--- src/hdl/bctd_pkg.sv ---
// shared types, constants and palette helpers for the block decoder
package bctd_pkg;

  localparam int unsigned CfgIdxW = 2;
  localparam int unsigned CfgDataW = 15;

  typedef enum logic [CfgIdxW-1:0] {
    CFG_WIDTH  = 2'd0,
    CFG_HEIGHT = 2'd1,
    CFG_FORMAT = 2'd2,
    CFG_NONE   = 2'd3
  } cfg_idx_e;

  typedef enum logic [1:0] {
    FMT_BC1  = 2'd0,
    FMT_BC3  = 2'd1,
    FMT_BC5  = 2'd2,
    FMT_NONE = 2'd3
  } fmt_e;

  typedef struct packed {
    logic [11:0] block_col;
    logic [11:0] block_row;
    logic [63:0] block_low;
    logic [63:0] block_high;
  } in_word_t;

  typedef struct packed {
    logic [13:0] pixel_x;
    logic [13:0] pixel_y;
    logic [7:0]  red;
    logic [7:0]  green;
    logic [7:0]  blue;
    logic [7:0]  alpha;
    logic        last;
  } out_word_t;

  // one classified block waiting for the back end
  typedef struct packed {
    fmt_e        fmt;
    logic [15:0] mask;
    logic [13:0] base_x;
    logic [13:0] base_y;
    logic [63:0] lo;
    logic [63:0] hi;
  } job_t;

  // queue status seen by the front and back ends
  typedef struct packed {
    logic full;
    logic empty;
  } q_stat_t;

  function automatic logic [7:0] exp5(input logic [4:0] v);
    logic [15:0] p;
    p = 16'(v) * 16'd527 + 16'd23;
    return p[13:6];
  endfunction

  function automatic logic [7:0] exp6(input logic [5:0] v);
    logic [15:0] p;
    p = 16'(v) * 16'd259 + 16'd33;
    return p[13:6];
  endfunction

  // x/3 for x < 768 via reciprocal
  function automatic logic [7:0] div3(input logic [9:0] x);
    logic [21:0] p;
    p = 22'(x) * 22'd2731;
    return p[20:13];
  endfunction

  // x/7 for x < 1792
  function automatic logic [7:0] div7(input logic [10:0] x);
    logic [24:0] p;
    p = 25'(x) * 25'd9363;
    return p[23:16];
  endfunction

  // x/5 for x < 1280
  function automatic logic [7:0] div5(input logic [10:0] x);
    logic [24:0] p;
    p = 25'(x) * 25'd13108;
    return p[23:16];
  endfunction

  function automatic logic [7:0] chan_entry(input logic [7:0] e0, input logic [7:0] e1,
                                            input logic [2:0] i);
    logic [10:0] a;
    logic [10:0] b;
    logic [7:0]  r;
    a = 11'(e0);
    b = 11'(e1);
    r = 8'd0;
    if (i == 3'd0) r = e0;
    else if (i == 3'd1) r = e1;
    else if (e0 > e1) begin
      r = div7(11'(4'd8 - 4'(i)) * a + 11'(4'(i) - 4'd1) * b);
    end else if (i == 3'd6) r = 8'd0;
    else if (i == 3'd7) r = 8'd255;
    else begin
      r = div5(11'(4'd6 - 4'(i)) * a + 11'(4'(i) - 4'd1) * b);
    end
    return r;
  endfunction

endpackage

--- src/hdl/bctd_front.sv ---
// front end: clips the block against the image and builds the texel mask
module bctd_front #(
  parameter int unsigned MaxImageSize = 16384
) (
  input  logic              clk_i,
  input  logic              rst_ni,
  input  logic              start_i,
  input  bctd_pkg::in_word_t in_i,
  input  logic [14:0]       width_i,
  input  logic [14:0]       height_i,
  input  bctd_pkg::fmt_e    fmt_i,
  input  bctd_pkg::q_stat_t stat_i,
  output logic              busy_o,
  output logic              push_o,
  output bctd_pkg::job_t    job_o
);
  import bctd_pkg::*;

  localparam logic [16:0] MaxSz = 17'(MaxImageSize);

  logic [16:0] w_sat, h_sat;
  logic [13:0] bx, by;
  logic [15:0] mask;

  assign busy_o = stat_i.full;
  assign bx = {in_i.block_col, 2'b00};
  assign by = {in_i.block_row, 2'b00};

  always_comb begin
    w_sat = (17'(width_i) > MaxSz) ? MaxSz : 17'(width_i);
    h_sat = (17'(height_i) > MaxSz) ? MaxSz : 17'(height_i);
    for (int t = 0; t < 16; t++) begin
      mask[t] = (17'(bx) + 17'(t % 4) < w_sat) && (17'(by) + 17'(t / 4) < h_sat);
    end
  end

  always_comb begin
    job_o.fmt    = fmt_i;
    job_o.mask   = mask;
    job_o.base_x = bx;
    job_o.base_y = by;
    job_o.lo     = in_i.block_low;
    job_o.hi     = in_i.block_high;
    push_o = start_i && !stat_i.full && (mask != 16'd0) && (fmt_i != FMT_NONE);
  end

`ifndef NO_ASSERTIONS
  a_no_push_full: assert property (@(posedge clk_i) disable iff (!rst_ni)
    stat_i.full |-> !push_o) else $error("push into full queue");
  a_mask_order: assert property (@(posedge clk_i) disable iff (!rst_ni)
    push_o |-> job_o.mask[0]) else $error("first texel clipped but block pushed");
  a_busy_full: assert property (@(posedge clk_i) disable iff (!rst_ni)
    busy_o == stat_i.full) else $error("busy mismatch");
`endif

endmodule

--- src/hdl/bctd_queue.sv ---
// two-entry queue between front and back end
module bctd_queue (
  input  logic              clk_i,
  input  logic              rst_ni,
  input  logic              push_i,
  input  bctd_pkg::job_t    job_i,
  input  logic              pop_i,
  output bctd_pkg::job_t    job_o,
  output bctd_pkg::q_stat_t stat_o
);
  import bctd_pkg::*;

  job_t       mem_q [2];
  logic       wp_q, rp_q;
  logic [1:0] cnt_q;

  always_ff @(posedge clk_i) begin
    if (push_i) mem_q[wp_q] <= job_i;
  end

  always_ff @(posedge clk_i or negedge rst_ni) begin
    if (!rst_ni) begin
      wp_q  <= 1'b0;
      rp_q  <= 1'b0;
      cnt_q <= 2'd0;
    end else begin
      if (push_i) wp_q <= ~wp_q;
      if (pop_i) rp_q <= ~rp_q;
      cnt_q <= cnt_q + 2'(push_i) - 2'(pop_i);
    end
  end

  assign job_o = mem_q[rp_q];
  assign stat_o.full  = cnt_q == 2'd2;
  assign stat_o.empty = cnt_q == 2'd0;

`ifndef NO_ASSERTIONS
  a_no_over: assert property (@(posedge clk_i) disable iff (!rst_ni)
    cnt_q == 2'd2 |-> !push_i) else $error("queue overflow");
  a_no_under: assert property (@(posedge clk_i) disable iff (!rst_ni)
    cnt_q == 2'd0 |-> !pop_i) else $error("queue underflow");
  a_cnt: assert property (@(posedge clk_i) disable iff (!rst_ni)
    cnt_q != 2'd3) else $error("queue count out of range");
`endif

endmodule

--- src/hdl/bctd_isqrt.sv ---
// pipelined integer square root, two result bits per stage
module bctd_isqrt (
  input  logic        clk_i,
  input  logic [15:0] v_i,
  output logic [7:0]  r_o
);
  logic [15:0] rem_q [1:4];
  logic [7:0]  res_q [1:4];

  for (genvar s = 0; s < 4; s++) begin : g_st
    logic [15:0] rem_in;
    logic [7:0]  res_in;
    logic [15:0] rem_d;
    logic [7:0]  res_d;
    if (s == 0) begin : g_first
      assign rem_in = v_i;
      assign res_in = 8'd0;
    end else begin : g_next
      assign rem_in = rem_q[s];
      assign res_in = res_q[s];
    end
    always_comb begin
      logic [17:0] rm;
      logic [17:0] tr;
      rem_d = rem_in;
      res_d = res_in;
      for (int k = 0; k < 2; k++) begin
        rm = 18'(rem_d);
        // trial (4 * root + 1) at the weight of the bit being decided
        tr = 18'({res_d, 2'b01}) << (14 - 4*s - 2*k);
        res_d = res_d << 1;
        if (rm >= tr) begin
          rem_d = 16'(rm - tr);
          res_d = res_d | 8'd1;
        end
      end
    end
    always_ff @(posedge clk_i) begin
      rem_q[s+1] <= rem_d;
      res_q[s+1] <= res_d;
    end
  end

  assign r_o = res_q[4];

endmodule

--- src/hdl/bctd_back.sv ---
// back end: walks the texel mask and decodes one pixel per cycle while a block is queued
module bctd_back (
  input  logic              clk_i,
  input  logic              rst_ni,
  input  bctd_pkg::job_t    job_i,
  input  bctd_pkg::q_stat_t stat_i,
  output logic              pop_o,
  output logic              done_o,
  output bctd_pkg::out_word_t word_o
);
  import bctd_pkg::*;

  localparam int unsigned Lat = 6;

  logic [15:0] left_q;
  logic        act_q;
  logic [3:0]  t;
  logic [15:0] cur, rest;

  // pick lowest remaining texel
  always_comb begin
    cur  = act_q ? left_q : job_i.mask;
    t    = 4'd0;
    for (int k = 15; k >= 0; k--) if (cur[k]) t = 4'(k);
    rest = cur & ~(16'd1 << t);
  end

  logic go;
  assign go    = act_q || !stat_i.empty;
  assign pop_o = go && (rest == 16'd0);

  always_ff @(posedge clk_i or negedge rst_ni) begin
    if (!rst_ni) begin
      act_q  <= 1'b0;
      left_q <= 16'd0;
    end else if (go) begin
      act_q  <= rest != 16'd0;
      left_q <= rest;
    end
  end

  // stage 1: palette lookup
  logic [7:0] c0r, c0g, c0b, c1r, c1g, c1b;
  logic [63:0] cblk;
  logic [1:0] ci;
  logic [2:0] ai, gi;
  logic [7:0] r1, g1, b1, a1, ch_a, ch_g;
  logic       transp;
  logic [7:0] vr [3];
  logic [7:0] vc0 [3];
  logic [7:0] vc1 [3];

  always_comb begin
    cblk = (job_i.fmt == FMT_BC1) ? job_i.lo : job_i.hi;
    c0r = exp5(cblk[15:11]); c0g = exp6(cblk[10:5]); c0b = exp5(cblk[4:0]);
    c1r = exp5(cblk[31:27]); c1g = exp6(cblk[26:21]); c1b = exp5(cblk[20:16]);
    vc0[0] = c0r; vc0[1] = c0g; vc0[2] = c0b;
    vc1[0] = c1r; vc1[1] = c1g; vc1[2] = c1b;
    ci = cblk[32 + 2*t +: 2];
    ai = job_i.lo[16 + 3*t +: 3];
    gi = job_i.hi[16 + 3*t +: 3];
    transp = (job_i.fmt == FMT_BC1) && (cblk[15:0] <= cblk[31:16]);
    for (int k = 0; k < 3; k++) begin
      case (ci)
        2'd0: vr[k] = vc0[k];
        2'd1: vr[k] = vc1[k];
        2'd2: vr[k] = transp ? 8'((9'(vc0[k]) + 9'(vc1[k])) >> 1)
                             : div3({1'b0, vc0[k], 1'b0} + 10'(vc1[k]));
        default: vr[k] = transp ? 8'd0 : div3(10'(vc0[k]) + {1'b0, vc1[k], 1'b0});
      endcase
    end
    ch_a = chan_entry(job_i.lo[7:0], job_i.lo[15:8], ai);
    ch_g = chan_entry(job_i.hi[7:0], job_i.hi[15:8], gi);
    if (job_i.fmt == FMT_BC5) begin
      r1 = ch_a; g1 = ch_g; b1 = 8'd0; a1 = 8'd255;
    end else begin
      r1 = vr[0]; g1 = vr[1]; b1 = vr[2];
      a1 = (job_i.fmt == FMT_BC3) ? ch_a : ((transp && ci == 2'd3) ? 8'd0 : 8'd255);
    end
  end

  out_word_t s1_q;
  logic      s1_v_q, s1_bc5_q;

  always_ff @(posedge clk_i or negedge rst_ni) begin
    if (!rst_ni) s1_v_q <= 1'b0;
    else s1_v_q <= go;
  end

  always_ff @(posedge clk_i) begin
    s1_q.pixel_x <= job_i.base_x + 14'(t[1:0]);
    s1_q.pixel_y <= job_i.base_y + 14'(t[3:2]);
    s1_q.red <= r1; s1_q.green <= g1; s1_q.blue <= b1; s1_q.alpha <= a1;
    s1_q.last <= rest == 16'd0;
    s1_bc5_q <= job_i.fmt == FMT_BC5;
  end

  // stage 2: squared terms of the normal
  logic signed [8:0] dr, dg;
  logic [15:0] sq_r, sq_g;
  assign dr = $signed({s1_q.red, 1'b0}) - 9'sd255;
  assign dg = $signed({s1_q.green, 1'b0}) - 9'sd255;
  assign sq_r = 16'($unsigned(18'(dr) * 18'(dr)));
  assign sq_g = 16'($unsigned(18'(dg) * 18'(dg)));

  out_word_t s2_q;
  logic      s2_v_q, s2_bc5_q;
  logic [16:0] sum_q;

  always_ff @(posedge clk_i or negedge rst_ni) begin
    if (!rst_ni) s2_v_q <= 1'b0;
    else s2_v_q <= s1_v_q;
  end

  always_ff @(posedge clk_i) begin
    s2_q <= s1_q;
    s2_bc5_q <= s1_bc5_q;
    sum_q <= 17'(sq_r) + 17'(sq_g);
  end

  logic [15:0] sv;
  assign sv = (sum_q >= 17'd65025) ? 16'd0 : 16'(17'd65025 - sum_q);

  // delay line matched to the root pipeline
  out_word_t dl_q [Lat-2];
  logic      dv_q [Lat-2];
  logic      db_q [Lat-2];
  logic [7:0] root;

  bctd_isqrt u_sqrt (.clk_i(clk_i), .v_i(sv), .r_o(root));

  always_ff @(posedge clk_i or negedge rst_ni) begin
    if (!rst_ni) begin
      for (int k = 0; k < Lat-2; k++) dv_q[k] <= 1'b0;
    end else begin
      dv_q[0] <= s2_v_q;
      for (int k = 1; k < Lat-2; k++) dv_q[k] <= dv_q[k-1];
    end
  end

  always_ff @(posedge clk_i) begin
    dl_q[0] <= s2_q;
    db_q[0] <= s2_bc5_q;
    for (int k = 1; k < Lat-2; k++) begin
      dl_q[k] <= dl_q[k-1];
      db_q[k] <= db_q[k-1];
    end
  end

  always_comb begin
    word_o = dl_q[Lat-3];
    if (db_q[Lat-3]) word_o.blue = 8'((9'(root) + 9'd255) >> 1);
  end
  assign done_o = dv_q[Lat-3];

`ifndef NO_ASSERTIONS
  a_pop_last: assert property (@(posedge clk_i) disable iff (!rst_ni)
    pop_o |-> (rest == 16'd0)) else $error("pop before block finished");
  a_go_mask: assert property (@(posedge clk_i) disable iff (!rst_ni)
    go |-> cur != 16'd0) else $error("empty texel mask in work");
  a_act_left: assert property (@(posedge clk_i) disable iff (!rst_ni)
    act_q |-> left_q != 16'd0) else $error("active with nothing left");
`endif

endmodule

--- src/hdl/bc_texture_block_decoder.sv ---
// top level of the bc1/bc3/bc5 block decoder
//
//  channel  | ports                          | handshake
//  ---------+--------------------------------+------------------------
//  block in | start_i, busy_o, in_i          | start_i && !busy_o
//  pixel out| valid_o, out_o                 | valid_o, one cycle
//  config   | cfg_we_i, cfg_idx_i, cfg_data_i| cfg_we_i
//
// one pixel leaves per cycle while a block is queued, one per in-bounds texel
// (up to 16; a block with none in bounds is dropped at the front)
// the back end's texel walk sets the pixel rate
// an accepted block reaches the output through the queue, stages 1 and 2 and the root pipe
// a two-word queue lets a new block be taken while the back end works
// reset empties the queue, clears the walk state and valid bits, and sets the config to 4x4 bc1
// the receiver cannot stall: pixels stream out as produced
module bc_texture_block_decoder #(
  parameter int unsigned MAX_IMAGE_SIZE = 16384
) (
  input  logic                           clk_i,
  input  logic                           rst_ni,
  input  logic                           start_i,
  output logic                           busy_o,
  input  bctd_pkg::in_word_t             in_i,
  output logic                           valid_o,
  output bctd_pkg::out_word_t            out_o,
  input  logic                           cfg_we_i,
  input  logic [bctd_pkg::CfgIdxW-1:0]   cfg_idx_i,
  input  logic [bctd_pkg::CfgDataW-1:0]  cfg_data_i
);
  import bctd_pkg::*;

  logic [14:0] width_q, height_q;
  fmt_e        fmt_q;

  // config registers
  always_ff @(posedge clk_i or negedge rst_ni) begin
    if (!rst_ni) begin
      width_q  <= 15'd4;
      height_q <= 15'd4;
      fmt_q    <= FMT_BC1;
    end else if (cfg_we_i) begin
      case (cfg_idx_e'(cfg_idx_i))
        CFG_WIDTH:  width_q  <= cfg_data_i;
        CFG_HEIGHT: height_q <= cfg_data_i;
        CFG_FORMAT: fmt_q    <= fmt_e'(cfg_data_i[1:0]);
        default: ;
      endcase
    end
  end

  logic    push, pop;
  job_t    job_in, job_out;
  q_stat_t stat;

  bctd_front #(.MaxImageSize(MAX_IMAGE_SIZE)) u_front (
    .clk_i, .rst_ni, .start_i, .in_i,
    .width_i(width_q), .height_i(height_q), .fmt_i(fmt_q),
    .stat_i(stat), .busy_o, .push_o(push), .job_o(job_in)
  );

  bctd_queue u_queue (
    .clk_i, .rst_ni, .push_i(push), .job_i(job_in),
    .pop_i(pop), .job_o(job_out), .stat_o(stat)
  );

  bctd_back u_back (
    .clk_i, .rst_ni, .job_i(job_out), .stat_i(stat),
    .pop_o(pop), .done_o(valid_o), .word_o(out_o)
  );

`ifndef NO_ASSERTIONS
  a_busy_no_push: assert property (@(posedge clk_i) disable iff (!rst_ni)
    busy_o |-> !push) else $error("push while busy");
  a_pop_nonempty: assert property (@(posedge clk_i) disable iff (!rst_ni)
    pop |-> !stat.empty) else $error("pop from empty queue");
  a_fmt_valid: assert property (@(posedge clk_i) disable iff (!rst_ni)
    push |-> fmt_q != FMT_NONE) else $error("unused format pushed");
`endif

endmodule

--- config.mk ---
export PLATFORM = sky130hd
export DESIGN_NAME = bc_texture_block_decoder
export DESIGN_NICKNAME = d
export VERILOG_FILES = /design/src/hdl/bctd_pkg.sv /design/src/hdl/bctd_front.sv /design/src/hdl/bctd_queue.sv /design/src/hdl/bctd_isqrt.sv /design/src/hdl/bctd_back.sv /design/src/hdl/bc_texture_block_decoder.sv
export SDC_FILE = /design/constraint.sdc
export NUM_CORES = 2
export LEC_CHECK = 0
export BUFFER_PORTS_ARGS = -buffer_cell sky130_fd_sc_hd__buf_2
export CORE_MARGIN = 5
export CORE_UTILIZATION = 41
export DETAILED_ROUTE_END_ITERATION = 7
export PLACE_DENSITY = 0.63
export SLEW_MARGIN = 20
export SYNTH_ARGS = -nofsm -noshare
export SYNTH_HDL_FRONTEND = slang
export SYNTH_SLANG_ARGS = --single-unit
export TNS_END_PERCENT = 10
--- constraint.sdc ---
create_clock -name clk_i -period 26.4 [get_ports clk_i]
set_clock_uncertainty 0.05 [all_clocks]
set_input_delay 1.32 -clock clk_i [delete_from_list [all_inputs] [get_ports clk_i]]
set_output_delay 1.32 -clock clk_i [all_outputs]
set_load 0.01 [all_outputs]
Word level (Yosys, flattened, before mapping)
Memories as Yosys holds them, arrays and structs flattened.
Index checks and enable logic that the tools add are counted.

operators by class
  order comparisons = 22
  bitwise operators = 4
  multipliers = 25
  muxes and demuxes = 63
  add/sub/neg operators = 50
  shifts and indexed selects = 4
  reduce and logical (&&, ||, !) cells = 37
  eq/ne operators = 15

operator list
  kind                                                 count
  two-way mux 8 bit                                    21
  two-way mux 16 bit                                   10
  indexed part select 64 x 33 -> 3 bit                 2
  multiplier 10 x 12 -> 21 bit, second input constant  6
  < comparator 17 bit                                  6
  one-hot mux 8 bit (3 select lines)                   3
  multiplier 11 x 8 -> 11 bit                          6
  two-way mux 4 bit                                    16
  two-way mux 64 bit                                   1
  indexed part select 64 x 33 -> 2 bit                 1
  adder 14 x 2 -> 15 bit, second input constant        4
  adder 14 x 5 -> 14 bit, second input constant        4
  multiplier 5 x 10 -> 14 bit, second input constant   4
  multiplier 11 x 14 -> 24 bit, second input constant  2
  subtractor 16 bit                                    3
  adder 11 bit                                         4
  multiplier 11 x 12 -> 22 bit, second input constant  2
  >= comparator 16 x 18 -> 1 bit                       2
  < comparator 14 x 17 -> 1 bit                        2
  multiplier 9 x 9 -> 16 bit                           2
  nonzero test 16 bit                                  2
  adder 14 x 1 -> 15 bit, second input constant        2
  adder 8 x 9 -> 10 bit                                3
  adder 9 x 8 -> 10 bit                                3
  49 further kinds                                     109

word-level totals
  memories kept = 5
  output and inout bits = 63
  logic and storage cells = 256
  register bits after elaboration = 200
  bits in writable memories = 684

memory list
  memory               depth  width  read ports  clocked after Yosys merged registers in  wr ports  RTL line          source
  u_queue.mem_q        2      170    1           0                                        1         bctd_queue.sv:13  job_t mem_q [2];
  u_back.dl_q          4      61     4           0                                        4         bctd_back.sv:125  out_word_t dl_q [Lat-2];
  u_back.u_sqrt.rem_q  4      16     3           0                                        4         bctd_isqrt.sv:7   logic [15:0] rem_q [1:4];
  u_back.u_sqrt.res_q  4      8      4           0                                        4         bctd_isqrt.sv:8   logic [7:0] res_q [1:4];
  u_back.db_q          4      1      4           0                                        4         bctd_back.sv:127  logic db_q [Lat-2];

Logic depth before layout (Yosys ltp)
An unclocked memory read counts as a cell.

  depth after elaboration = 31
  gate-level depth with buffers = 70
  gate-level depth less buffers = 64

By module
A second synthesis with hierarchy kept.

unflattened totals
  cells, all modules = 6589
  area, all modules = 70238.6 um^2

by module, submodules not included
  module                    instances  area each (um^2)  cells an instance  sequential area each (um^2)
  bctd_back                 1          50274.5           5232               8323.0
  bctd_queue                1          12799.8           556                10550.1
  bctd_isqrt                1          3629.7            411                1361.3
  bctd_front                1          2312.2            321                0.0
  bc_texture_block_decoder  1          1222.4            69                 803.3

Least setup slack after synthesis
No wires, ideal clock.

  path kind = reg-to-reg
  from = register u_queue.rp_q
  to = register u_back.s1_q[32] in the netlist's numbering
  arrival = 14096 ps
  buffers on the path = 2
  cell stages (with the launch flop) = 60
  library setup time = 132 ps
  setup slack = 12122 ps
  required time = 26218 ps
  path through = dfrtp_1 -> buf_6 -> mux2_1 -> mux2i_1 -> a211oi_1 -> a211o_1 -> a2111o_1 -> a221oi_2 -> nor4_1 -> a311o_1 -> o21ai_1 -> clkbuf_1 -> nand2_1 -> xor2_1 -> nand2_1 -> fa_1 -> fa_1 -> inv_1 -> [... 24 more ...] -> fa_1 -> fa_1 -> inv_1 -> ha_1 -> a21oi_1 -> nor2b_1 -> o21ai_0 -> nand2b_1 -> a21o_1 -> a21oi_1 -> nor2b_1 -> o21ai_0 -> nand4b_1 -> a41oi_1 -> xnor2_1 -> a21oi_1 -> a211oi_1 -> o211ai_1

on the way
  cells in the longest elaborated chain, start to end = 31
  elaborated cells on any way between the ends = 64
  classes of those cells = add/sub: 12; mul: 10; order compare: 2; eq/ne: 6; shift: 2; mux: 27; reduce/logical: 4; memory: 1

ends and longest elaborated chain
  item                                                                           RTL line                         source
  start: declaration                                                             bctd_queue.sv:14                 logic wp_q, rp_q;
  start signal: assignment                                                       bctd_queue.sv:28                 if (pop_i) rp_q <= ~rp_q;
  memory read (2 x 170 bit) *                                                    -
  two-way mux 16 bit                                                             bctd_back.sv:22                  cur = act_q ? left_q : job_i.mask;
  two-way mux 4 bit (16 in series)                                               bctd_back.sv:24                  for (int k = 15; k >= 0; k--) if (cur[k]) t = 4'(k);
  multiplier 2 x 4 -> 6 bit                                                      bctd_back.sv:60                  ai = job_i.lo[16 + 3*t +: 3];
  adder 5 x 6 -> 7 bit                                                           bctd_back.sv:60
  indexed part select 64 x 33 -> 3 bit                                           bctd_back.sv:60
  subtractor 3 x 3 -> 4 bit / subtractor 3 x 1 -> 4 bit (equally long branches)  bctd_pkg.sv:102, bctd_pkg.sv:98
  multiplier 11 x 8 -> 11 bit, on equally long branches                          bctd_pkg.sv:102, bctd_pkg.sv:98
  adder 11 bit                                                                   bctd_pkg.sv:102                  r = div5(11'(4'd6 - 4'(i)) * a + 11'(4'(i) - 4'd1) * b);
  multiplier 11 x 12 -> 22 bit                                                   bctd_pkg.sv:83                   p = 25'(x) * 25'd13108;
  two-way mux 8 bit                                                              bctd_pkg.sv:100                  else if (i == 3'd7) r = 8'd255;
  two-way mux 8 bit                                                              bctd_pkg.sv:99                   end else if (i == 3'd6) r = 8'd0;
  two-way mux 8 bit                                                              bctd_pkg.sv:97                   else if (e0 > e1) begin
  two-way mux 8 bit                                                              bctd_pkg.sv:96                   else if (i == 3'd1) r = e1;
  two-way mux 8 bit                                                              bctd_pkg.sv:95                   if (i == 3'd0) r = e0;
  two-way mux 8 bit *                                                            bctd_back.sv:74                  if (job_i.fmt == FMT_BC5) begin
  net u_back.r1[7]                                                               bctd_back.sv:47                  logic [7:0] r1, g1, b1, a1, ch_a, ch_g;
  end: declaration                                                               bctd_back.sv:82                  out_word_t s1_q;

The timed path passes the listed nets; every way through them passes the cells marked *.
A chain may end at the register's enable or synchronous reset.

Worst setup path after layout
  from = register u_queue.rp_q
  to = register u_back.s1_q[24] in the netlist's numbering

on the way
  cells in the longest elaborated chain, start to end = 31
  elaborated cells on any way between the ends = 64
  classes of those cells = add/sub: 12; mul: 10; order compare: 2; eq/ne: 6; shift: 2; mux: 27; reduce/logical: 4; memory: 1

ends and longest elaborated chain
  item                                                                           RTL line                         source
  memory read (2 x 170 bit) *                                                    -
  two-way mux 16 bit                                                             bctd_back.sv:22
  two-way mux 4 bit (16 in series)                                               bctd_back.sv:24
  multiplier 2 x 4 -> 6 bit                                                      bctd_back.sv:61                  gi = job_i.hi[16 + 3*t +: 3];
  adder 5 x 6 -> 7 bit                                                           bctd_back.sv:61
  indexed part select 64 x 33 -> 3 bit                                           bctd_back.sv:61
  subtractor 3 x 3 -> 4 bit / subtractor 3 x 1 -> 4 bit (equally long branches)  bctd_pkg.sv:102, bctd_pkg.sv:98
  multiplier 11 x 8 -> 11 bit, on equally long branches                          bctd_pkg.sv:102, bctd_pkg.sv:98
  adder 11 bit                                                                   bctd_pkg.sv:102
  multiplier 11 x 12 -> 22 bit                                                   bctd_pkg.sv:83
  two-way mux 8 bit                                                              bctd_pkg.sv:100
  two-way mux 8 bit                                                              bctd_pkg.sv:99
  two-way mux 8 bit                                                              bctd_pkg.sv:97
  two-way mux 8 bit                                                              bctd_pkg.sv:96
  two-way mux 8 bit                                                              bctd_pkg.sv:95
  two-way mux 8 bit *                                                            bctd_back.sv:74
  net u_back.g1[7]                                                               bctd_back.sv:47

Marks and branches as above.

==> results.yml <==
run_status:
  status: "completed"
hold_path:
  hold_class: "reg2reg"
timing:
  finalHoldViolCount: 0
  slew_headroom: 0.201
  finalCritPeriodShare: 0.663
  finalSetupViolations: 0
  period_needed_ns: 17.51
  drv_slew: 0
  tns_ns: 0
  rsz0062_at_grt: "no"
  worstMarginPinSlew_ns: 1.17
  max_freq_mhz: 57.1
place:
  gp_congestion: 0.912
  port_buffers: 235
  post-dp-hpwl_microns: 133000
logic_synthesis:
  synthTopCellsByCount: "inv_1, ha_1, fa_1, dfxtp_1, edfxtp_1"
  synth_edf_count: 340
  synth_top_area_share: 0.201
  synthCells: 6523
  ys_seq_area_frac: 0.299
  synth_cell_types: 101
  ys_warn_count: 0
  synth_flop_cell: "dfxtp_1"
  ys_top_cells_by_area: "ha_1, fa_1, edfxtp_1"
  netlist_area_sq_um: 69500
  async_flop_share: 0.0693
  synth.avg_cell_area_sq_um: 10.6
  ys_seq_elements: 851
  yosysMostFrequentCell: "inv_1"
  yosysTopAreaCell: "ha_1"
floorplanning:
  start_util: 0.411
  core-area_sq_um: 169000
  dieArea_sq_um: 178000
  die_h_microns: 422
  chipWidth_microns: 422
  rows: 151
  pin_count: 236
clock_tree:
  clk_latency_ns: 0.73
  cts_resized: 0
  numCtsBuffers: 90
  clk_pin_slew_ns: 0.06
  clock_path_buffers: 3
  clock_sinks: 851
  holdBufCountCts: 0
  cts_tree: "done"
  cts_setup_buffers: 0
  root_buffer: "clkbuf_16"
  cts_max_level: 3
critical_path:
  r2r_cells: 54
  crit_start: "u_queue.rp_q"
  cp-endpoint: "u_back.s1_q[24]"
  regToRegStartpoint: "u_queue.rp_q"
  path_delay_family: "adder cells"
  r2r_setup_slack_ns: 8.89
  worstPathArrival_ns: 18.06
  worst-path-stages: 54
  critical-path-slowest-cell: "dfrtp_4"
  crit_path_frequent_cell: "fa_1"
  path_buf_inv: 10
  path_max_fanout: 42
  timing.rr.end: "u_back.s1_q[24]"
  cp.required_ns: 26.95
  critPathKind: "reg2reg"
  worstSetupStartpointType: "register"
  cp-end-kind: "register"
  max_stage_delay_ns: 0.79
grt:
  grt_usage: 0.184
  grt_start_max_net_pins: 126
  grt_overflow_total: 0
  antenna_found_initial: 8
  grt_pass1_vias: 48300
  grt_pass1_wl_microns: 262000
cells_and_area:
  drive_gt1_frac: 0.0963
  n_fill_cell: 15800
  nets: 8605
  multi_input_area_sq_um: 43300
  ff_latch_area_sq_um: 20700
  syn_to_final_growth_pct: 9.55
drt:
  route.detailed.drc: 0
  initialDrtViolationCount: 2581
  wl_per_cell_microns: 18.1
  via_count: 46100
  viasPerCell: 5.10
  detail_route.wirelength_microns: 163000
  drt_first_pass_iters: 5
  ant_nets: 0
flow_run:
  max_cap_violations: 0
[stage by stage]
step	util	hold slack (ns)	instance area (sq um)	instances	setup slack, ns
after global routing	0.451	0.236	76100	9032	7.77
after detailed placement	0.432	0.262	72900	8861	8.95
after CTS	0.450	0.234	76100	9029	8.85
final	0.451	0.240	76100	9033	8.89
after global placement	0.432	0.260	72900	8861	9.17
after floorplan	-	0.260	69500	6526	12.12
[cell usage in the layout (no fill, tap or decap), types with 23 or more instances in the layout]
master     count
a211oi_1      30
xor2_1        86
ha_1        1115
fa_1         582
nand3_1       73
xnor2_1      286
mux4_2        51
a31oi_1       25
dfrtp_1       56
nor4_1        28
dfxtp_1      452
a21oi_1      275
nor2b_1       61
edfxtp_1     340
o21a_1        46
nor3_1        56
mux2_2        97
buf_2        235
or2_2         27
nor2_1       337
clkbuf_16     93
o21ai_0      151
and2_1        40
inv_1       1203
nand2_1      263
nand4_1       34
a21o_1        93
o21bai_1      63
and3_1        23
buf_4         46
mux2i_1      120
nand2b_1      60
[logic make-up after synthesis]
group,Yosys count,synth area share
buffers and inverters,1374,0.0787
AOI/OAI and AO/OA,894,0.0838
DFF,851,0.299
and+or+nand+nor,1060,0.0726
xor gates and xnor gates,375,0.0476
other,1,0.0000540
adders and majority gates,1697,0.369
muxes,271,0.0503
[metal layers]
| metal | up-vias | global-route usage | routed length (microns) |
|---|---|---|---|
| met5 | - | 0 | 20 |
| met4 | 2 | 0.0561 | 4930 |
| met3 | 231 | 0.0238 | 7770 |
| met2 | 1074 | 0.317 | 78500 |
| met1 | 22500 | 0.242 | 72000 |
| li1 | 22200 | - | - |
[registers in the layout (all words and copies together), names as in the netlist, 2 cells and up]
register,flops
u_back.s1_q,61
u_back.sum_q,15
height_q,15
u_back.left_q,16
u_back.s2_q,61
width_q,15
fmt_q,2
u_back.dv_q,3
u_back.u_sqrt.res_q,20
u_back.dl_q,244
u_back.u_sqrt.rem_q,45
u_queue.mem_q,340
u_back.db_q,4
u_queue.cnt_q,2
[worst min-delay path by stage]
| stage | to | cells past startpoint | startpoint | slack, ns |
|---|---|---|---|---|
| 2_1_floorplan | u_back.db_q[0] | 0 | u_back.s2_bc5_q | 0.26 |
| 3_3_place_gp | u_back.dl_q[0][35] | 0 | u_back.s2_q[35] | 0.26 |
| 3_5_place_dp | u_back.dl_q[0][28] | 0 | u_back.s2_q[28] | 0.26 |
| 4_1_cts | u_back.s2_q[16] | 0 | u_back.s1_q[16] | 0.23 |
| 5_1_grt | u_back.s2_q[16] | 0 | u_back.s1_q[16] | 0.24 |
| 6_report | u_back.s2_q[16] | 0 | u_back.s1_q[16] | 0.24 |
[cell type report]
type / count / area share
timing repair buffer: 283 / 0.0204
antenna: 4 / 0.000132
inverter: 1208 / 0.0596
clock inverter: 52 / 0.00809
multi-input combinational: 4301 / 0.570
sequential: 851 / 0.273
clock buffer: 116 / 0.0332
tap: 2218 / 0.0365
Power is not shown: default switching activity piles up to over one toggle a cycle in this logic, so the estimate is an artifact.
